==> config.mk <==
export PLATFORM = sky130hd
export DESIGN_NAME = fir_block_convolver
export DESIGN_NICKNAME = d
export VERILOG_FILES = /design/src/rtl/core/fbc_pkg.sv /design/src/rtl/core/fbc_cell.sv /design/src/rtl/core/fbc_mac.sv /design/src/rtl/core/fir_block_convolver.sv
export SDC_FILE = /design/constraint.sdc
export NUM_CORES = 2
export LEC_CHECK = 0
export BUFFER_PORTS_ARGS = -buffer_cell sky130_fd_sc_hd__buf_2
export CORE_MARGIN = 2
export CORE_UTILIZATION = 35
export CTS_BUF_LIST = sky130_fd_sc_hd__clkbuf_16
export DETAILED_ROUTE_END_ITERATION = 10
export GPL_TIMING_DRIVEN = 0
export PLACE_DENSITY = 0.53
export SYNTH_ARGS = -nofsm -noshare
export SYNTH_HDL_FRONTEND = slang
export SYNTH_SLANG_ARGS = --single-unit
==> constraint.sdc <==
create_clock -name clk -period 7.6 [get_ports clk]
set_input_delay 1.52 -clock clk [delete_from_list [all_inputs] [get_ports clk]]
set_output_delay 1.52 -clock clk [all_outputs]
set_load 0.02 [all_outputs]
==> src/rtl/core/fbc_pkg.sv <==
// Shared types and constants for the block FIR convolver.
// No dependencies; imported by fbc_cell, fbc_mac and fir_block_convolver.
package fbc_pkg;

  localparam int DATA_W      = 16;  // Q1.15 samples and coefficients
  localparam int IDX_W       = 5;   // coefficient index field
  localparam int PROD_W      = 32;  // exact Q2.30 product
  localparam int ROUND_SHIFT = 27;  // Q.42 -> Q.15

  localparam logic signed [DATA_W-1:0] GAIN_RESET = 16'sd4096;  // unity in Q4.12

  localparam logic ACTION_LOAD = 1'b0;
  localparam logic ACTION_PUSH = 1'b1;

  typedef enum logic [1:0] {
    CELL_HOLD,
    CELL_SHIFT,
    CELL_ROTATE
  } cell_op_t;

  typedef struct packed {
    cell_op_t                   op;
    logic signed [DATA_W-1:0]   coef_data;
  } cell_ctrl_t;

  typedef struct packed {
    logic valid;
    logic first;
  } mac_issue_t;

endpackage

==> src/rtl/core/fbc_cell.sv <==
// One cell of the tap chain: a coefficient and a delay-line sample.
// Depends on fbc_pkg.
module fbc_cell
  import fbc_pkg::*;
(
  input  logic                     clk,
  input  logic                     rst,
  input  cell_ctrl_t               ctrl,
  input  logic                     coef_we,
  input  logic signed [DATA_W-1:0] left_sample,
  input  logic signed [DATA_W-1:0] right_sample,
  input  logic signed [DATA_W-1:0] right_coef,
  output logic signed [DATA_W-1:0] coef,
  output logic signed [DATA_W-1:0] sample
);

  always_ff @(posedge clk) begin
    if (rst) begin
      coef   <= '0;
      sample <= '0;
    end else begin
      unique case (ctrl.op)
        CELL_HOLD: ;
        CELL_SHIFT: begin
          sample <= left_sample;
        end
        CELL_ROTATE: begin
          sample <= right_sample;
          coef   <= right_coef;
        end
        default: ;
      endcase
      // loads only happen while the chain is at rest
      if (coef_we) begin
        coef <= ctrl.coef_data;
      end
    end
  end

endmodule

==> src/rtl/core/fbc_mac.sv <==
// Shared multiply-accumulate, gain multiply, rounding and saturation.
// Depends on fbc_pkg.
module fbc_mac
  import fbc_pkg::*;
#(
  parameter int ACC_W = 37
) (
  input  logic                     clk,
  input  logic                     rst,
  input  mac_issue_t               issue,
  input  logic signed [DATA_W-1:0] coef,
  input  logic signed [DATA_W-1:0] sample,
  input  logic                     scale_en,
  input  logic signed [DATA_W-1:0] gain,
  output logic signed [DATA_W-1:0] result
);

  localparam int SW = ACC_W + DATA_W;
  localparam logic signed [SW-1:0] RND_HALF = SW'(1) <<< (ROUND_SHIFT - 1);
  localparam logic signed [SW-1:0] SAT_HI   = SW'(32767);
  localparam logic signed [SW-1:0] SAT_LO   = SW'(-32768);

  logic signed [PROD_W-1:0] prod;
  logic                     prod_valid;
  logic                     prod_first;
  logic signed [ACC_W-1:0]  acc;
  logic signed [SW-1:0]     scaled;
  logic signed [SW-1:0]     rounded;
  logic signed [SW-1:0]     shifted;

  always_ff @(posedge clk) begin
    if (rst) begin
      prod_valid <= 1'b0;
      prod_first <= 1'b0;
    end else begin
      prod_valid <= issue.valid;
      prod_first <= issue.first;
    end
  end

  always_ff @(posedge clk) begin
    prod <= coef * sample;
    if (prod_valid) begin
      acc <= prod_first ? ACC_W'(prod) : acc + ACC_W'(prod);
    end
    if (scale_en) begin
      scaled <= acc * gain;
    end
  end

  // round half up, then clamp to Q1.15
  always_comb begin
    rounded = scaled + RND_HALF;
    shifted = rounded >>> ROUND_SHIFT;
    priority if (shifted > SAT_HI) begin
      result = SAT_HI[DATA_W-1:0];
    end else if (shifted < SAT_LO) begin
      result = SAT_LO[DATA_W-1:0];
    end else begin
      result = shifted[DATA_W-1:0];
    end
  end

endmodule

==> src/rtl/core/fir_block_convolver.sv <==
// Top level of the block FIR convolver: tap chain, sequencer, output register.
// Depends on fbc_pkg, fbc_cell and fbc_mac.
//
// Input channel (in_valid/in_ready): one word carries action, tap_index,
// value and block_end. A load word (action 0) writes coefficient tap_index
// in the accept cycle and produces nothing; indexes >= TAPS are dropped.
// A push word (action 1) shifts value into the delay line and produces one
// output word; with block_end set it produces TAPS words in all, the tail
// formed by shifting in zeros, with final_of_block on the last one.
// Output channel (out_valid/out_ready): filtered and final_of_block.
// Configuration: cfg_we writes output_gain (Q4.12) from cfg_wdata.
// Sequence: each output walks the coefficient/sample ring once through the
// single shared multiplier, then passes the drain, gain and emit states.
// Loads leave in_ready high; in_ready is low while a push or tail runs.
// Reset: coefficients, delay line and out_valid clear, gain = unity.
// Stall: a full output register holds its word; the emit step waits, and
// the next push is still taken while the last word sits unread.
module fir_block_convolver
  import fbc_pkg::*;
#(
  parameter int TAPS = 31
) (
  input  logic                     clk,
  input  logic                     rst,
  input  logic                     in_valid,
  output logic                     in_ready,
  input  logic                     action,
  input  logic [IDX_W-1:0]         tap_index,
  input  logic signed [DATA_W-1:0] value,
  input  logic                     block_end,
  output logic                     out_valid,
  input  logic                     out_ready,
  output logic signed [DATA_W-1:0] filtered,
  output logic                     final_of_block,
  input  logic                     cfg_we,
  input  logic signed [DATA_W-1:0] cfg_wdata
);

  localparam int CNT_W = $clog2(TAPS);
  localparam int ACC_W = PROD_W + $clog2(TAPS);

  typedef enum logic [2:0] {
    ST_IDLE,
    ST_ROT,
    ST_DRAIN,
    ST_SCALE,
    ST_EMIT
  } state_t;

  state_t                   state;
  logic [CNT_W-1:0]         cnt;        // ring position during the walk
  logic [CNT_W-1:0]         tail_left;  // tail words still to form
  logic                     blk;        // current push closes a block
  logic signed [DATA_W-1:0] output_gain;

  logic                     accept;
  logic                     push_acc;
  logic                     load_acc;
  logic                     emit_ok;
  logic                     tail_shift;
  logic signed [DATA_W-1:0] shift_data;
  cell_ctrl_t               cell_ctrl;
  mac_issue_t               issue;
  logic                     scale_en;
  logic signed [DATA_W-1:0] result;

  logic signed [DATA_W-1:0] coef_q   [TAPS];
  logic signed [DATA_W-1:0] sample_q [TAPS];
  logic [TAPS-1:0]          coef_we;

  assign in_ready   = (state == ST_IDLE);
  assign accept     = in_valid && in_ready;
  assign push_acc   = accept && (action == ACTION_PUSH);
  assign load_acc   = accept && (action == ACTION_LOAD) && (32'(tap_index) < TAPS);
  assign emit_ok    = (state == ST_EMIT) && (!out_valid || out_ready);
  assign tail_shift = emit_ok && (tail_left != '0);
  assign shift_data = push_acc ? value : '0;  // tail feeds zeros

  always_comb begin
    cell_ctrl.coef_data = value;
    priority if (push_acc || tail_shift) begin
      cell_ctrl.op = CELL_SHIFT;
    end else if (state == ST_ROT) begin
      cell_ctrl.op = CELL_ROTATE;
    end else begin
      cell_ctrl.op = CELL_HOLD;
    end
  end

  assign issue.valid = (state == ST_ROT);
  assign issue.first = (cnt == '0);
  assign scale_en    = (state == ST_SCALE);

  // Chain: shift moves samples toward the far end, rotate moves both
  // fields one step toward cell 0, wrapping, so TAPS steps restore it.
  for (genvar k = 0; k < TAPS; k++) begin : g_cell
    localparam int LEFT  = (k == 0) ? 0 : k - 1;
    localparam int RIGHT = (k == TAPS - 1) ? 0 : k + 1;

    assign coef_we[k] = load_acc && (32'(tap_index) == k);

    fbc_cell u_cell (
      .clk          (clk),
      .rst          (rst),
      .ctrl         (cell_ctrl),
      .coef_we      (coef_we[k]),
      .left_sample  ((k == 0) ? shift_data : sample_q[LEFT]),
      .right_sample (sample_q[RIGHT]),
      .right_coef   (coef_q[RIGHT]),
      .coef         (coef_q[k]),
      .sample       (sample_q[k])
    );
  end

  fbc_mac #(
    .ACC_W (ACC_W)
  ) u_mac (
    .clk      (clk),
    .rst      (rst),
    .issue    (issue),
    .coef     (coef_q[0]),
    .sample   (sample_q[0]),
    .scale_en (scale_en),
    .gain     (output_gain),
    .result   (result)
  );

  always_ff @(posedge clk) begin
    if (rst) begin
      state       <= ST_IDLE;
      cnt         <= '0;
      tail_left   <= '0;
      blk         <= 1'b0;
      out_valid   <= 1'b0;
      output_gain <= GAIN_RESET;
    end else begin
      if (cfg_we) begin
        output_gain <= cfg_wdata;
      end
      // a taken word empties the register unless the emit step refills it
      if (out_valid && out_ready && !emit_ok) begin
        out_valid <= 1'b0;
      end
      unique case (state)
        ST_IDLE: begin
          if (push_acc) begin
            state     <= ST_ROT;
            cnt       <= '0;
            tail_left <= block_end ? CNT_W'(TAPS - 1) : '0;
            blk       <= block_end;
          end
        end
        ST_ROT: begin
          if (cnt == CNT_W'(TAPS - 1)) begin
            cnt   <= '0;
            state <= ST_DRAIN;
          end else begin
            cnt <= cnt + 1'b1;
          end
        end
        ST_DRAIN: begin
          state <= ST_SCALE;
        end
        ST_SCALE: begin
          state <= ST_EMIT;
        end
        ST_EMIT: begin
          if (emit_ok) begin
            out_valid      <= 1'b1;
            filtered       <= result;
            final_of_block <= blk && (tail_left == '0);
            if (tail_left != '0) begin
              tail_left <= tail_left - 1'b1;
              cnt       <= '0;
              state     <= ST_ROT;
            end else begin
              state <= ST_IDLE;
            end
          end
        end
        default: begin
          state <= ST_IDLE;
        end
      endcase
    end
  end

endmodule

Yosys cells after proc, flatten, opt, wreduce, memory -nomap -nowiden
Index checks and enable logic that the tools add are counted.
{ "totals": {"register_bits": 1164, "latchBits": 0, "mem_bits_rw": 0, "romBits": 0, "inputBits": 44, "out_inout_bits": 19, "elab_cells": 331, "n_memories": 0} }
{ "classes": {"add_sub_neg": 4, "n_mul": 2, "div": 0, "magnitude_cmp": 3, "eq_ne": 41, "shift": 0, "n_mux": 116, "bitwise": 2, "reduce_logical": 88} }
{ "ops": {"columns": ["op", "n"], "rows": [
  ["$mux 16", 64],
  ["$pmux 16 s2", 31],
  ["$eq 5x5->1 const B", 16],
  ["$reduce_bool 2->1", 33],
  ["$add 53x28->53 const B", 1],
  ["$mul 37x16->53", 1],
  ["$eq 5x4->1 const B", 8],
  ["$logic_and 1x1->1", 40],
  ["$mux 5", 8],
  ["$add 37x32->37", 1],
  ["$mux 37", 1],
  ["$mul 16x16->32", 1],
  ["$gt 26x16->1 const B", 1],
  ["$lt 26x16->1 const B", 1],
  ["$eq 5x3->1 const B", 4],
  ["$logic_not 5->1", 3],
  ["$pmux 3 s5", 1],
  ["$pmux 5 s3", 1],
  ["$eq 5x2->1 const B", 2],
  ["$pmux 5 s2", 1],
  ["$mux 3", 3],
  ["$reduce_and 4->1", 2],
  ["$eq 3x2->1 const B", 2],
  ["$reduce_and 3->1", 2],
  ["19 further kinds", 28]
]} }

Logic depth before layout (Yosys ltp)
{ "depth": {"depth_word": 9, "mapped_depth": 25, "mapped_depth_nobuf": 23} }

Hierarchy
A second synthesis with hierarchy kept.
{ "hier_totals": {"cells_unflattened": 8534, "area_unflattened_um2": 84882.7} }
{ "by_module_without_submodules": {"columns": ["mod", "n_inst", "cells_per_inst", "area_each_um2"], "rows": [
  ["fbc_cell", 31, 143, 1540.2],
  ["fbc_mac", 1, 3852, 34822.1],
  ["fir_block_convolver", 1, 249, 2313.5]
]} }

Least setup slack after synthesis
OpenSTA, ideal clock, no wires.
{ "synth_path": {"kind": "reg-to-reg", "start": "reg output_gain[1]", "end": "reg u_mac.scaled[51] (data pin)", "setup_time_ns": 0.258, "arrival_ns": 6.038, "required_ns": 7.342, "path_slack_ns": 1.305, "path_stages_with_launch": 25, "path_buffers": 2, "synth_period_minus_slack_ns": 6.295, "path_cell_list": "dfxtp_1 clkbuf_1 clkbuf_1 nand2_1 fa_1 inv_1 fa_1 inv_1 fa_1 inv_1 fa_1 fa_1 inv_1 fa_1 inv_1 ha_1 nand4_1 nor4_1 a221o_1 nor2_1 o211a_1 a211o_1 a21oi_1 a21oi_1 xnor2_1"} }
{ "synth_via": {"elab_chain_len": 1} }
{ "synth_rtl": {"columns": ["item", "line", "text"], "rows": [
  ["start, declared", "fir_block_convolver.sv:54", "logic signed [DATA_W-1:0] output_gain;"],
  ["start signal, assigned", "fir_block_convolver.sv:138", "output_gain <= cfg_wdata;"],
  ["$mul 37x16->53", "fbc_mac.sv:47", "scaled <= acc * gain;"],
  ["end signal, assigned", "fbc_mac.sv:47", null],
  ["end, declared", "fbc_mac.sv:27", "logic signed [SW-1:0] scaled;"]
]} }
Every way passes these cells.
A chain may end at the register's enable or synchronous reset.

Worst setup path after layout
{ "layout_path": {"start": "reg g_cell[0].u_cell.sample[10]", "end": "reg u_mac.prod[30]"} }
{ "layout_via": {"elab_chain_len": 1} }
{ "layout_rtl": {"columns": ["item", "line", "text"], "rows": [
  ["start, declared", "fbc_cell.sv:14", "output logic signed [DATA_W-1:0] sample"],
  ["start signal, assigned", "fbc_cell.sv:25", "sample <= left_sample;"],
  ["start signal, assigned", "fbc_cell.sv:28", "sample <= right_sample;"],
  ["$mul 16x16->32", "fbc_mac.sv:42", "prod <= coef * sample;"],
  ["end signal, assigned", "fbc_mac.sv:42", null],
  ["end, declared", "fbc_mac.sv:23", "logic signed [PROD_W-1:0] prod;"]
]} }
Every way passes these cells.

==> flow_summary.ini <==
[run_status]
run_status = complete, but fails checks
violations = DRC

[timing]
timing.setup.tns_ns = 0
slew_headroom_pct = 22.9
min_period_over_period_pct = 96.7
max_clock_freq_mhz = 136
rsz0062_at_grt = false
finalHoldViolCount = 0
slew_viol_final = 0
skew_ns = 0.0729
post-route-min-period_ns = 7.35
worstMarginPinSlew_ns = 1.16
setup_viol = 0

[routing]
num_vias = 64300
firstDrtPassIters = 11
wl_per_cell_um = 20.6
route.detailed.drc = 8
finalWirelength_mm = 242
drtAntennaViolNets = 0
drtIter0Drc = 7563
vias_per_cell = 5.46

[clocking]
h-tree-depth = 4
cts.path.max_buffers = 3
cts_hold_buf = 0
cts_buffers = 133
cts.reportedPaths.clkPinSlew_ns = 0.06
cts_root_buffer = clkbuf_16
clk-insertion-delay-late_ns = 0.81
clkSinkCount = 1138
tritoncts = built

[critical_path]
crit_required_ns = 8.20
crit_buf_inv = 5
cp_common_cell = fa_1
crit_type = reg -> reg
cp-end-kind = flip-flop
slowest_delay_ns = 0.70
cp_max_fo = 10
start_kind = flip-flop
cpLargestDelayFamily = adder cells
worstPathArrival_ns = 7.95
crit_chain = clkbuf_1 -> clkbuf_1 -> nand2_1 -> fa_1 -> fa_1 -> inv_1 -> fa_1 -> inv_1 -> fa_1 -> fa_1 -> inv_1 -> fa_1 -> ha_1 -> nand3_1 -> or3_1 -> o22a_1 -> a311oi_1 -> a41oi_1 -> a21oi_1 -> xor2_1
crit_slowest_cell = clkbuf_1

[power]
switching_share_pct = 44.1
peakVddDrop_uv = 334
power-per-cell-area_nw_per_um2 = 304
p_clk_share_pct = 24.5
p_switching_mw = 11.3
power_frac_comb_pct = 48.0
p_seq_share_pct = 27.5
p_total_mw = 25.6
p_int_mw = 14.3
leakage_nw = 33.1

[placement]
placed_area_um2 = 79700
dp_hpwl_mm = 190
place.gp.congestion = 0.890
io_buffer_count = 60

[yosys]
syn_area_per_cell_um2 = 8.76
synth_seq_cells = 1138
seq_area_frac_synth_pct = 31.1
synth_edf_count = 81
synthArstFlopShare_pct = 0
netlist_area_um2 = 75800
synthCells = 8645
ys_dominant_reg_cell = dfxtp_1
synth_top_area_cell = dfxtp_1
ys_warn_count = 0
synthDistinctLibCells = 79
syn_nets = 9751
synthTopCellsByArea = dfxtp_1 28%, fa_1 22%, nand2_1 8.1%
synth_top_area_share_pct = 27.9

[die]
start_util_pct = 35.3
core_area_um2 = 215000
boundaryPins = 63
die_x_um = 469
die_area_um2 = 220000
fp.dieH_um = 469
rows = 170

[cells_and_area]
final_area_um2 = 84000
fill_cells = 21900
areaGrowthSynthToFinish_pct = 10.9
final_common_cell = nand2_1
nNetsFinal = 9936
seq_area_um2 = 23600
final_core_utilization_pct = 39.1
layout_common_cells = 1628 x nand2_1, 1095 x nor2_1, 1048 x dfxtp_1
drive_gt1_share_pct = 4.69
multi_input_area_um2 = 45600

[grt]
grt_use_total_pct = 21.7
grt_max_degree = 28
gr-total-overflow = 0
grt_first_pass_wirelength_mm = 380
grt_pass1_vias = 65100
antenna_found_initial = 6

[run]
maxCapViolations = 0

[min_path]
hold_path_class = reg -> reg
## cell families after synthesis
| logic type | share of synthesized area [%] |
|---|---|
| adders and majority gates | 25.6 |
| DFF | 31.1 |
| AOI/OAI and AO/OA | 15.2 |
| xor gates and xnor gates | 1.34 |
| and+or+nand+nor | 17.7 |
| buffers and inverters | 8.71 |
| muxes | 0.268 |
## flip-flops by register name, indices dropped and copies added, names as in the netlist, 3 cells and up
signal and count:
output_gain 16, g_cell.u_cell.sample 496, state 3, u_mac.prod 32
u_mac.acc 37, tail_left 5, u_mac.scaled 27, filtered 16
cnt 5, g_cell.u_cell.coef 496
## stage by stage
step	worst slack [ns]	hold slack [ns]	instances
floorplan	1.30	0.439	8645
global placement	-1.12	0.460	11500
detailed placement	-0.845	0.465	11500
CTS	0.0152	0.445	11800
global route	0.00737	0.460	11800
finish	0.253	0.450	11800
## path summary, 6_finish.rpt
kind | startpoint | endpoint | slack, ns | cells past startpoint
setup reg to reg | g_cell[0].u_cell.sample[10]$_SDFFE_PP0P_ | u_mac.prod[30]$_DFF_P_ | 0.25 | 20
setup / recovery | g_cell[0].u_cell.sample[10]$_SDFFE_PP0P_ | u_mac.prod[30]$_DFF_P_ | 0.25 | 20
hold / removal | g_cell[7].u_cell.coef[15]$_SDFFE_PP0P_ | g_cell[6].u_cell.coef[15]$_SDFFE_PP0P_ | 0.45 | 2
hold reg to reg | g_cell[7].u_cell.coef[15]$_SDFFE_PP0P_ | g_cell[6].u_cell.coef[15]$_SDFFE_PP0P_ | 0.45 | 2
## power groups by stage
stage	logic [mW]	clock network (mW)	registers, mW
2_1_floorplan	8.74	0	6.87
3_3_place_gp	12.1	0	7.04
3_5_place_dp	12.4	0	7.04
6_report	12.3	6.27	7.03
4_1_cts	12.4	6.39	6.98
5_1_grt	14.0	6.64	7.04
## layout make-up
type,instances,share of cell area [%]
antenna,5,0.0149
buffer,707,3.35
clock inverter,107,1.10
inverter,1010,4.51
sequential,1138,28.1
multi-input combinational,5776,54.3
tap,2838,4.23
clock buffer,133,3.96
timing repair buffer,64,0.453
## cells in the mapped netlist (all sizes together) (6+ instances only)
cell    instances
nor3           25
o21bai         15
inv          1010
a21o           33
xnor2          70
xor2           46
o21a           10
a31oi          10
o31ai           9
a21oi         101
nor3b           6
buf           131
dfxtp        1057
nand4          24
a311oi        497
fa            818
edfxtp         81
nor4b           6
clkbuf        590
or2             8
nand2b         36
ha            244
a211oi         23
nor2b           8
nand3          50
nor2         1098
nand2        1628
o21ai         114
and3           18
and2          301
a222oi        480
mux2i          18
o211ai          9
## worst reg2reg max path, delay by kind of cell (launching register included)
family                     cells  cell delay (ns)
DFF                            1             0.30
xor gates and xnor gates       1             0.46
adders and majority gates      7             3.37
AOI/OAI and AO/OA              4             1.01
buffers and inverters          5             1.41
and+or+nand+nor                3             0.67
## timing repair
action,CTS,global route
endpoints found under the setup margin,26,14
resized for setup,18,77
setup buffers,0,0
cloned,0,0
## per-layer routing
layer	GRT usage (%)	part of all wire, %	vias up
li1	-	-	29400
met1	30.0	45	32300
met2	35.0	45	2152
met3	3.14	6.5	346
met4	6.47	2.9	6
met5	0	0.014	-
(Power assumes the default switching activity.)
